`src/hdl/sha1_pkg.sv`:
```
`timescale 1ns / 1ps
`default_nettype none
// ----------------------------------------------------------------------------
// sha1_pkg
// Types and constants shared by the SHA-1 controller, datapath and top level.
// ----------------------------------------------------------------------------
package sha1_pkg;

	localparam logic [31:0] SHA1_IV [5] = '{
		32'h67452301, 32'hEFCDAB89, 32'h98BADCFE, 32'h10325476, 32'hC3D2E1F0
	};

	localparam logic [31:0] SHA1_K [4] = '{
		32'h5A827999, 32'h6ED9EBA1, 32'h8F1BBCDC, 32'hCA62C1D6
	};

	localparam int unsigned NUM_ROUNDS  = 80;
	localparam int unsigned DIGEST_LEN  = 5;
	localparam logic [3:0]  POS_LEN_HI  = 4'd14;
	localparam logic [3:0]  POS_BLK_END = 4'd15;

	typedef enum logic [2:0] {
		ST_IDLE,
		ST_PAD,
		ST_ROUND,
		ST_ADD,
		ST_OUT
	} state_t;

	// padding progress after the final word
	typedef enum logic [2:0] {
		PS_NONE,
		PS_80,
		PS_ZERO,
		PS_LO,
		PS_DONE
	} pad_t;

	// source of the word shifted into the schedule
	typedef enum logic [2:0] {
		WS_IN,
		WS_PAD80,
		WS_ZERO,
		WS_LEN_HI,
		WS_LEN_LO
	} wsel_t;

	typedef enum logic [1:0] {
		RP_CH,
		RP_PAR1,
		RP_MAJ,
		RP_PAR2
	} rphase_t;

	typedef struct packed {
		logic       put;
		wsel_t      wsel;
		logic       len_add;
		logic       load_rounds;
		logic       round;
		rphase_t    rphase;
		logic       add_chain;
		logic       finish;
		logic [2:0] out_idx;
	} cmd_t;

	typedef struct packed {
		logic full_word;
	} sts_t;

endpackage
`default_nettype wire

```
`src/hdl/sha1_ctrl.sv`:
```
`timescale 1ns / 1ps
`default_nettype none
// ----------------------------------------------------------------------------
// sha1_ctrl
// Sequencer: word slot counter, padding steps, round counter, digest readout.
// ----------------------------------------------------------------------------
module sha1_ctrl
	import sha1_pkg::*;
(
	input  wire logic clk,
	input  wire logic arst_n,
	input  wire logic in_valid,
	input  wire logic in_last,
	output logic      in_ready,
	output logic      out_valid,
	input  wire logic out_ready,
	input  wire sts_t sts,
	output cmd_t      cmd
);

	localparam logic [6:0] RND_LAST = 7'(NUM_ROUNDS - 1);
	localparam logic [2:0] IDX_LAST = 3'(DIGEST_LEN - 1);

	state_t     state_q, state_d;
	pad_t       pad_q;
	logic [3:0] pos_q;
	logic [6:0] rnd_q;
	logic [2:0] oidx_q;

	// next state
	always_comb begin
		state_d = state_q;
		unique case (state_q)
			ST_IDLE: begin
				if (in_valid) begin
					if (pos_q == POS_BLK_END)
						state_d = ST_ROUND;
					else if (in_last)
						state_d = ST_PAD;
				end
			end
			ST_PAD: begin
				if (pos_q == POS_BLK_END)
					state_d = ST_ROUND;
			end
			ST_ROUND: begin
				if (rnd_q == RND_LAST)
					state_d = ST_ADD;
			end
			ST_ADD: begin
				if (pad_q == PS_NONE)
					state_d = ST_IDLE;
				else if (pad_q == PS_DONE)
					state_d = ST_OUT;
				else
					state_d = ST_PAD;
			end
			ST_OUT: begin
				if (out_ready && oidx_q == IDX_LAST)
					state_d = ST_IDLE;
			end
			default: state_d = ST_IDLE;
		endcase
	end

	// outputs
	always_comb begin
		cmd         = '0;
		cmd.wsel    = WS_IN;
		cmd.rphase  = RP_CH;
		cmd.out_idx = oidx_q;
		in_ready    = 1'b0;
		out_valid   = 1'b0;
		if (rnd_q < 7'd20)
			cmd.rphase = RP_CH;
		else if (rnd_q < 7'd40)
			cmd.rphase = RP_PAR1;
		else if (rnd_q < 7'd60)
			cmd.rphase = RP_MAJ;
		else
			cmd.rphase = RP_PAR2;
		unique case (state_q)
			ST_IDLE: begin
				in_ready = 1'b1;
				if (in_valid) begin
					cmd.put     = 1'b1;
					cmd.len_add = 1'b1;
				end
			end
			ST_PAD: begin
				cmd.put = 1'b1;
				if (pad_q == PS_80)
					cmd.wsel = WS_PAD80;
				else if (pad_q == PS_LO)
					cmd.wsel = WS_LEN_LO;
				else if (pos_q == POS_LEN_HI)
					cmd.wsel = WS_LEN_HI;
				else
					cmd.wsel = WS_ZERO;
			end
			ST_ROUND: cmd.round = 1'b1;
			ST_ADD:   cmd.add_chain = 1'b1;
			ST_OUT: begin
				out_valid = 1'b1;
				if (out_ready && oidx_q == IDX_LAST)
					cmd.finish = 1'b1;
			end
			default: ;
		endcase
		cmd.load_rounds = cmd.put && (pos_q == POS_BLK_END);
	end

	always_ff @(posedge clk or negedge arst_n) begin
		if (!arst_n) begin
			state_q <= ST_IDLE;
			pad_q   <= PS_NONE;
			pos_q   <= '0;
			rnd_q   <= '0;
			oidx_q  <= '0;
		end else begin
			state_q <= state_d;
			if (cmd.put)
				pos_q <= pos_q + 4'd1;
			if (cmd.round)
				rnd_q <= (rnd_q == RND_LAST) ? 7'd0 : rnd_q + 7'd1;
			if (state_q == ST_IDLE && in_valid && in_last)
				pad_q <= sts.full_word ? PS_80 : PS_ZERO;
			else if (state_q == ST_PAD) begin
				if (pad_q == PS_80)
					pad_q <= PS_ZERO;
				else if (pad_q == PS_LO)
					pad_q <= PS_DONE;
				else if (pos_q == POS_LEN_HI)
					pad_q <= PS_LO;
			end else if (cmd.finish)
				pad_q <= PS_NONE;
			if (out_valid && out_ready)
				oidx_q <= (oidx_q == IDX_LAST) ? 3'd0 : oidx_q + 3'd1;
		end
	end

endmodule
`default_nettype wire

```
`src/hdl/sha1_dp.sv`:
```
`timescale 1ns / 1ps
`default_nettype none
// ----------------------------------------------------------------------------
// sha1_dp
// Datapath: schedule shift line, working variables, chaining state, length.
// ----------------------------------------------------------------------------
module sha1_dp
	import sha1_pkg::*;
(
	input  wire logic        clk,
	input  wire logic        arst_n,
	input  wire logic [31:0] message_word,
	input  wire logic [2:0]  valid_bytes,
	input  wire logic        last_word,
	input  wire cmd_t        cmd,
	output sts_t             sts,
	output logic [31:0]      digest_word
);

	logic [31:0] chain_q [5];
	logic [31:0] a_q, b_q, c_q, d_q, e_q;
	logic [31:0] w_q [16];
	logic [63:0] len_q;

	logic [2:0]  nbytes;
	logic [31:0] in_word;
	logic [5:0]  len_inc;
	logic [31:0] put_word;
	logic [31:0] w_next;
	logic [31:0] f_val;
	logic [31:0] k_val;
	logic [31:0] t_val;

	// byte count: short only on the final word, capped at four
	always_comb begin
		if (!last_word || valid_bytes > 3'd4)
			nbytes = 3'd4;
		else
			nbytes = valid_bytes;
		sts.full_word = (nbytes == 3'd4);
		len_inc       = {nbytes, 3'b000};
	end

	// clear unused bytes and place the 0x80 marker on a short final word
	always_comb begin
		unique case (nbytes)
			3'd0:    in_word = 32'h8000_0000;
			3'd1:    in_word = {message_word[31:24], 24'h80_0000};
			3'd2:    in_word = {message_word[31:16], 16'h8000};
			3'd3:    in_word = {message_word[31:8], 8'h80};
			default: in_word = message_word;
		endcase
	end

	always_comb begin
		unique case (cmd.wsel)
			WS_IN:     put_word = in_word;
			WS_PAD80:  put_word = 32'h8000_0000;
			WS_LEN_HI: put_word = len_q[63:32];
			WS_LEN_LO: put_word = len_q[31:0];
			default:   put_word = '0;
		endcase
	end

	// w_q holds W[t..t+15]; next schedule word from the rolling recurrence
	always_comb begin
		w_next = w_q[13] ^ w_q[8] ^ w_q[2] ^ w_q[0];
		w_next = {w_next[30:0], w_next[31]};
	end

	always_comb begin
		unique case (cmd.rphase)
			RP_CH:   f_val = (b_q & (c_q ^ d_q)) ^ d_q;
			RP_MAJ:  f_val = ((b_q | c_q) & d_q) | (b_q & c_q);
			default: f_val = b_q ^ c_q ^ d_q;
		endcase
		k_val = SHA1_K[cmd.rphase];
		t_val = {a_q[26:0], a_q[31:27]} + f_val + e_q + k_val + w_q[0];
	end

	always_comb begin
		unique case (cmd.out_idx)
			3'd0:    digest_word = chain_q[0];
			3'd1:    digest_word = chain_q[1];
			3'd2:    digest_word = chain_q[2];
			3'd3:    digest_word = chain_q[3];
			default: digest_word = chain_q[4];
		endcase
	end

	// schedule line: message, padding and length words on put, recurrence words in rounds
	always_ff @(posedge clk) begin
		if (cmd.put || cmd.round) begin
			for (int i = 0; i < 15; i++)
				w_q[i] <= w_q[i+1];
			w_q[15] <= cmd.put ? put_word : w_next;
		end
	end

	always_ff @(posedge clk or negedge arst_n) begin
		if (!arst_n) begin
			for (int i = 0; i < 5; i++)
				chain_q[i] <= SHA1_IV[i];
			a_q   <= '0;
			b_q   <= '0;
			c_q   <= '0;
			d_q   <= '0;
			e_q   <= '0;
			len_q <= '0;
		end else begin
			if (cmd.len_add)
				len_q <= len_q + {58'd0, len_inc};
			if (cmd.load_rounds) begin
				a_q <= chain_q[0];
				b_q <= chain_q[1];
				c_q <= chain_q[2];
				d_q <= chain_q[3];
				e_q <= chain_q[4];
			end else if (cmd.round) begin
				a_q <= t_val;
				b_q <= a_q;
				c_q <= {b_q[1:0], b_q[31:2]};
				d_q <= c_q;
				e_q <= d_q;
			end
			if (cmd.add_chain) begin
				chain_q[0] <= chain_q[0] + a_q;
				chain_q[1] <= chain_q[1] + b_q;
				chain_q[2] <= chain_q[2] + c_q;
				chain_q[3] <= chain_q[3] + d_q;
				chain_q[4] <= chain_q[4] + e_q;
			end
			if (cmd.finish) begin
				for (int i = 0; i < 5; i++)
					chain_q[i] <= SHA1_IV[i];
				a_q   <= '0;
				b_q   <= '0;
				c_q   <= '0;
				d_q   <= '0;
				e_q   <= '0;
				len_q <= '0;
			end
		end
	end

endmodule
`default_nettype wire

```
`src/hdl/sha1_hash.sv`:
```
`timescale 1ns / 1ps
`default_nettype none
// ----------------------------------------------------------------------------
// sha1_hash
// SHA-1 engine over a big-endian word stream, five-word digest out.
// ----------------------------------------------------------------------------
// Usage:
//  - Slave side s_axis_*: one message word per handshake. tdata carries the
//    four bytes (first byte in bits 31..24), tuser the byte count, tlast
//    marks the final word; only the final word may carry fewer than four.
//  - Master side m_axis_*: five digest words after each final word, most
//    significant first; tuser gives the word index, tlast flags index 4.
//  - The sixteenth word of a block starts a compression of 80 rounds at one
//    round a cycle, followed by the chaining add.
//  - After the final word the sequencer injects the padding and length words
//    at one a cycle, with one or two compressions before the digest readout.
//  - s_axis_tready is low while a compression, padding or readout is busy.
//  - If the receiver stalls, the digest word holds until taken; once the
//    fifth is taken the state returns to the initial vector.
//  - Reset (arst_n low) loads the initial vector and clears the length.
// ----------------------------------------------------------------------------
module sha1_hash
	import sha1_pkg::*;
(
	input  wire logic        clk,
	input  wire logic        arst_n,
	input  wire logic        s_axis_tvalid,
	output logic             s_axis_tready,
	input  wire logic [31:0] s_axis_tdata,   // [31:0] message_word
	input  wire logic [2:0]  s_axis_tuser,   // [2:0] valid_bytes
	input  wire logic        s_axis_tlast,   // last_word
	output logic             m_axis_tvalid,
	input  wire logic        m_axis_tready,
	output logic [31:0]      m_axis_tdata,   // [31:0] digest_word
	output logic [2:0]       m_axis_tuser,   // [2:0] word_index
	output logic             m_axis_tlast    // last_digest
);

	cmd_t cmd;
	sts_t sts;

	sha1_ctrl u_ctrl (
		.clk       (clk),
		.arst_n    (arst_n),
		.in_valid  (s_axis_tvalid),
		.in_last   (s_axis_tlast),
		.in_ready  (s_axis_tready),
		.out_valid (m_axis_tvalid),
		.out_ready (m_axis_tready),
		.sts       (sts),
		.cmd       (cmd)
	);

	sha1_dp u_dp (
		.clk          (clk),
		.arst_n       (arst_n),
		.message_word (s_axis_tdata),
		.valid_bytes  (s_axis_tuser),
		.last_word    (s_axis_tlast),
		.cmd          (cmd),
		.sts          (sts),
		.digest_word  (m_axis_tdata)
	);

	// index is held by the sequencer; last word of the digest is index four
	assign m_axis_tuser = cmd.out_idx;
	assign m_axis_tlast = (cmd.out_idx == 3'(DIGEST_LEN - 1));

endmodule
`default_nettype wire
```
`config.mk`:
```
export PLATFORM = sky130hd
export DESIGN_NAME = sha1_hash
export DESIGN_NICKNAME = d
export VERILOG_FILES = /design/src/hdl/sha1_pkg.sv /design/src/hdl/sha1_ctrl.sv /design/src/hdl/sha1_dp.sv /design/src/hdl/sha1_hash.sv
export SDC_FILE = /design/constraint.sdc
export NUM_CORES = 2
export LEC_CHECK = 0
export BUFFER_PORTS_ARGS = -buffer_cell sky130_fd_sc_hd__buf_2
export CORE_ASPECT_RATIO = 0.5
export CORE_UTILIZATION = 40
export CTS_CLUSTER_SIZE = 16
export DETAILED_ROUTE_END_ITERATION = 10
export PLACE_DENSITY_LB_ADDON = 0.05
export SLEW_MARGIN = 25
export SYNTH_ARGS = -nofsm -noshare
export SYNTH_HDL_FRONTEND = slang
export SYNTH_HIERARCHICAL = 1
export SYNTH_SLANG_ARGS = --single-unit
```
`constraint.sdc`:
```
create_clock -name clk -period 20.6 [get_ports clk]
set_input_delay 3.09 -clock clk [delete_from_list [all_inputs] [get_ports clk]]
set_output_delay 3.09 -clock clk [all_outputs]
set_load 0.05 [all_outputs]
```
==> impl_metrics.tcl <==
set metrics [dict create \
    layout-drive-gt1-share_pct 10.0 \
    yosysWarnings 6 \
    grt_max_degree 191 \
    io_pins 78 \
    grtUsageTotal_pct 22.8 \
    cts-resized-gates 0 \
    n_fill_cell 11500 \
    grt_pass1_vias 32900 \
    cts_buffers 89 \
    htreeDepth 3 \
    wl_per_cell_um 22.9 \
    antenna_left 0 \
    end_kind "register" \
    grt_use_met2_pct 31.7 \
    finalHoldViolCount 0 \
    finalCritPeriodShare_pct 37.2 \
    start_util_pct 40.5 \
    critical_path_required_ns 21.18 \
    start_kind "register" \
    multi_input_area_um2 22800 \
    detailed_place_hpwl_um 101000 \
    yosysMostFrequentCell "nor2_1" \
    gr-total-overflow 0 \
    grtUsageMet3_pct 3.22 \
    core_um2 124000 \
    cp_data_arrival_time_ns 8.23 \
    outcome "finished, final reports clean" \
    crit_path_frequent_cell "fa_1" \
    grt_pass1_wl_um 217000 \
    cp_max_fo 62 \
    fmax_mhz 131 \
    slew_violations 0 \
    dr.pass1.iters 9 \
    grt_busiest_layer "met1" \
    die_w_um 502 \
    syn-num-nets 4903 \
    tns_ns 0 \
    cpMaxStageDelayCell "o21bai_1" \
    rsz0062_at_grt "no" \
    cts_tree "done" \
    final-setup-viol-count 0 \
    yosysSeqAreaShare_pct 50.9 \
    cpPeakStageDelay_ns 0.71 \
    cts.sinks 913 \
    finalClockSkew_ns 0.0306 \
    cts-root-buf "clkbuf_16" \
    seq_area_um2 25500 \
    post_cts_buffers 0 \
    synthTopCellsByArea "edfxtp_1 (31%), dfrtp_1 (16%), ha_1 (6.7%), mux2i_1 (4.5%), dfstp_2 (4.2%)" \
    die_y_um 252 \
    synthFlopType "edfxtp_1" \
    drt_iter0_drc 3188 \
    vias 34500 \
    antenna_found_initial 5 \
    hold_buffers 0 \
    final_core_utilization_pct 44.8 \
    area_growth_pct 10.6 \
    synth.distinct_cells 98 \
    netlist.top_cell.by_area "edfxtp_1" \
    gp_congestion 0.890 \
    worstSetupPathType "reg2reg" \
    clk_path_buf_depth 3 \
    ys_ff_latch 913 \
    worstSkewPairLatency_ns 0.70 \
    io_buffers 77 \
    route.detailed.drc 0 \
    syn_inst 4502 \
    use_met1_pct 36.7 \
    drt_wl_total_um 144000 \
    dieArea_um2 127000 \
    maxCapViolations 0 \
    synth_edf_count 512 \
    viasPerCell 5.49 \
    tightest_slew_ns 1.04 \
    post_synth.cell_area_avg_um2 11.1 \
    hp-class "reg2reg" \
    fin_nets 4934 \
    synthesis.area_um2 50100 \
    relSlewSlack_pct 30.1 \
    netlist.area_leader.share_pct 30.7 \
    fin_crit_ns 7.65 \
    place_ws_ns 12.96 \
    rows 91 \
    synth_commonest_cells "nor2_1 (551), edfxtp_1 (512), a21oi_1 (390)" \
    clkTransAtPathRegs_ns 0.07 \
    async_flop_share_pct 43.9 \
    fin_ws_ns 12.95 \
]
-- registers in the layout, summed over array words and instances, names as in the netlist --
register and cells:
u_dp/a_q 32, u_dp/c_q 32, u_dp/b_q 32, u_ctrl/pos_q 4, u_dp/w_q 512, u_ctrl/pad_q 3, u_dp/e_q 32, u_dp/len_q 61
u_dp/d_q 32, u_dp/chain_q 160, u_ctrl/oidx_q 3, u_ctrl/rnd_q 7, u_ctrl/state_q 3
-- layout by cell type, fill, tap and decap left out, types with 80 or more instances in the layout --
cell type / n
dfstp_2: 80
inv_1: 312
nand2_1: 217
ha_1: 266
fa_1: 94
xnor2_1: 221
a21oi_1: 390
clkbuf_16: 91
dfrtp_1: 318
edfxtp_1: 512
mux2i_1: 227
nor2_1: 547
o21ai_0: 205
a21o_1: 88
xor2_1: 114
-- cell families after synthesis --
kind of cell    Yosys count  share of synthesized area, %
xor+xnor                335                          5.86
compound gates         1023                          12.6
simple gates           1081                          9.66
fa+ha+maj               362                          10.4
buf+inv                 493                          3.74
flops                   913                          50.9
mux                     295                          6.78
-- final cells by class --
cell class	count	share of cell area, %
diodes	1	0.00452
clock buffers	123	4.60
clock inverters	44	0.964
repair buffers	117	1.38
flip-flops and latches	913	46.0
inverters	316	2.16
multi-input cells	3096	41.1
well taps	1674	3.78
-- routing by layer --
metal | wire, µm | vias to the layer above | share of wire [%]
li1 | - | 16100 | -
met1 | 74300 | 17400 | 52
met2 | 59000 | 907 | 41
met3 | 7870 | 148 | 5.5
met4 | 2940 | 2 | 2.0
met5 | 13 | - | 0.0090
-- path summary, 6_finish.rpt --
| check | start | end | slack [ns] | depth (start not counted) |
|---|---|---|---|---|
| worst max-delay path | u_ctrl/rnd_q[3] | u_dp/a_q[28] | 12.95 | 25 |
| worst min-delay path | u_dp/w_q[0][113] | u_dp/w_q[0][81] | 0.40 | 0 |
| worst max register to register | u_ctrl/rnd_q[3] | u_dp/a_q[28] | 12.95 | 25 |
| worst min register to register | u_dp/w_q[0][113] | u_dp/w_q[0][81] | 0.40 | 0 |
| max in group asynchronous | arst_n | u_dp/d_q[14] | 15.30 | 4 |
| min in group asynchronous | arst_n | u_dp/len_q[10] | 2.37 | 1 |
-- critical path: cells and delay by family (launching register included) --
kind | cells | cell delay, ns
AO/OA/AOI/OAI | 13 | 3.50
adder cells (fa/ha/maj) | 5 | 2.21
buffers and inverters | 4 | 1.00
AND/OR/NAND/NOR | 3 | 0.28
flip-flops | 1 | 0.50
-- per-stage QoR --
stage               instances  instance area, µm²  hold slack, ns
finish                   6284               55400           0.402
global route             6283               55400           0.414
CTS                      6283               55400           0.411
detailed placement       6116               52300           0.405
global placement         6116               52300           0.400
floorplan                4502               50100           0.400
Power is not shown: default switching activity piles up to over one toggle a cycle in this logic, so the estimate is an artifact.
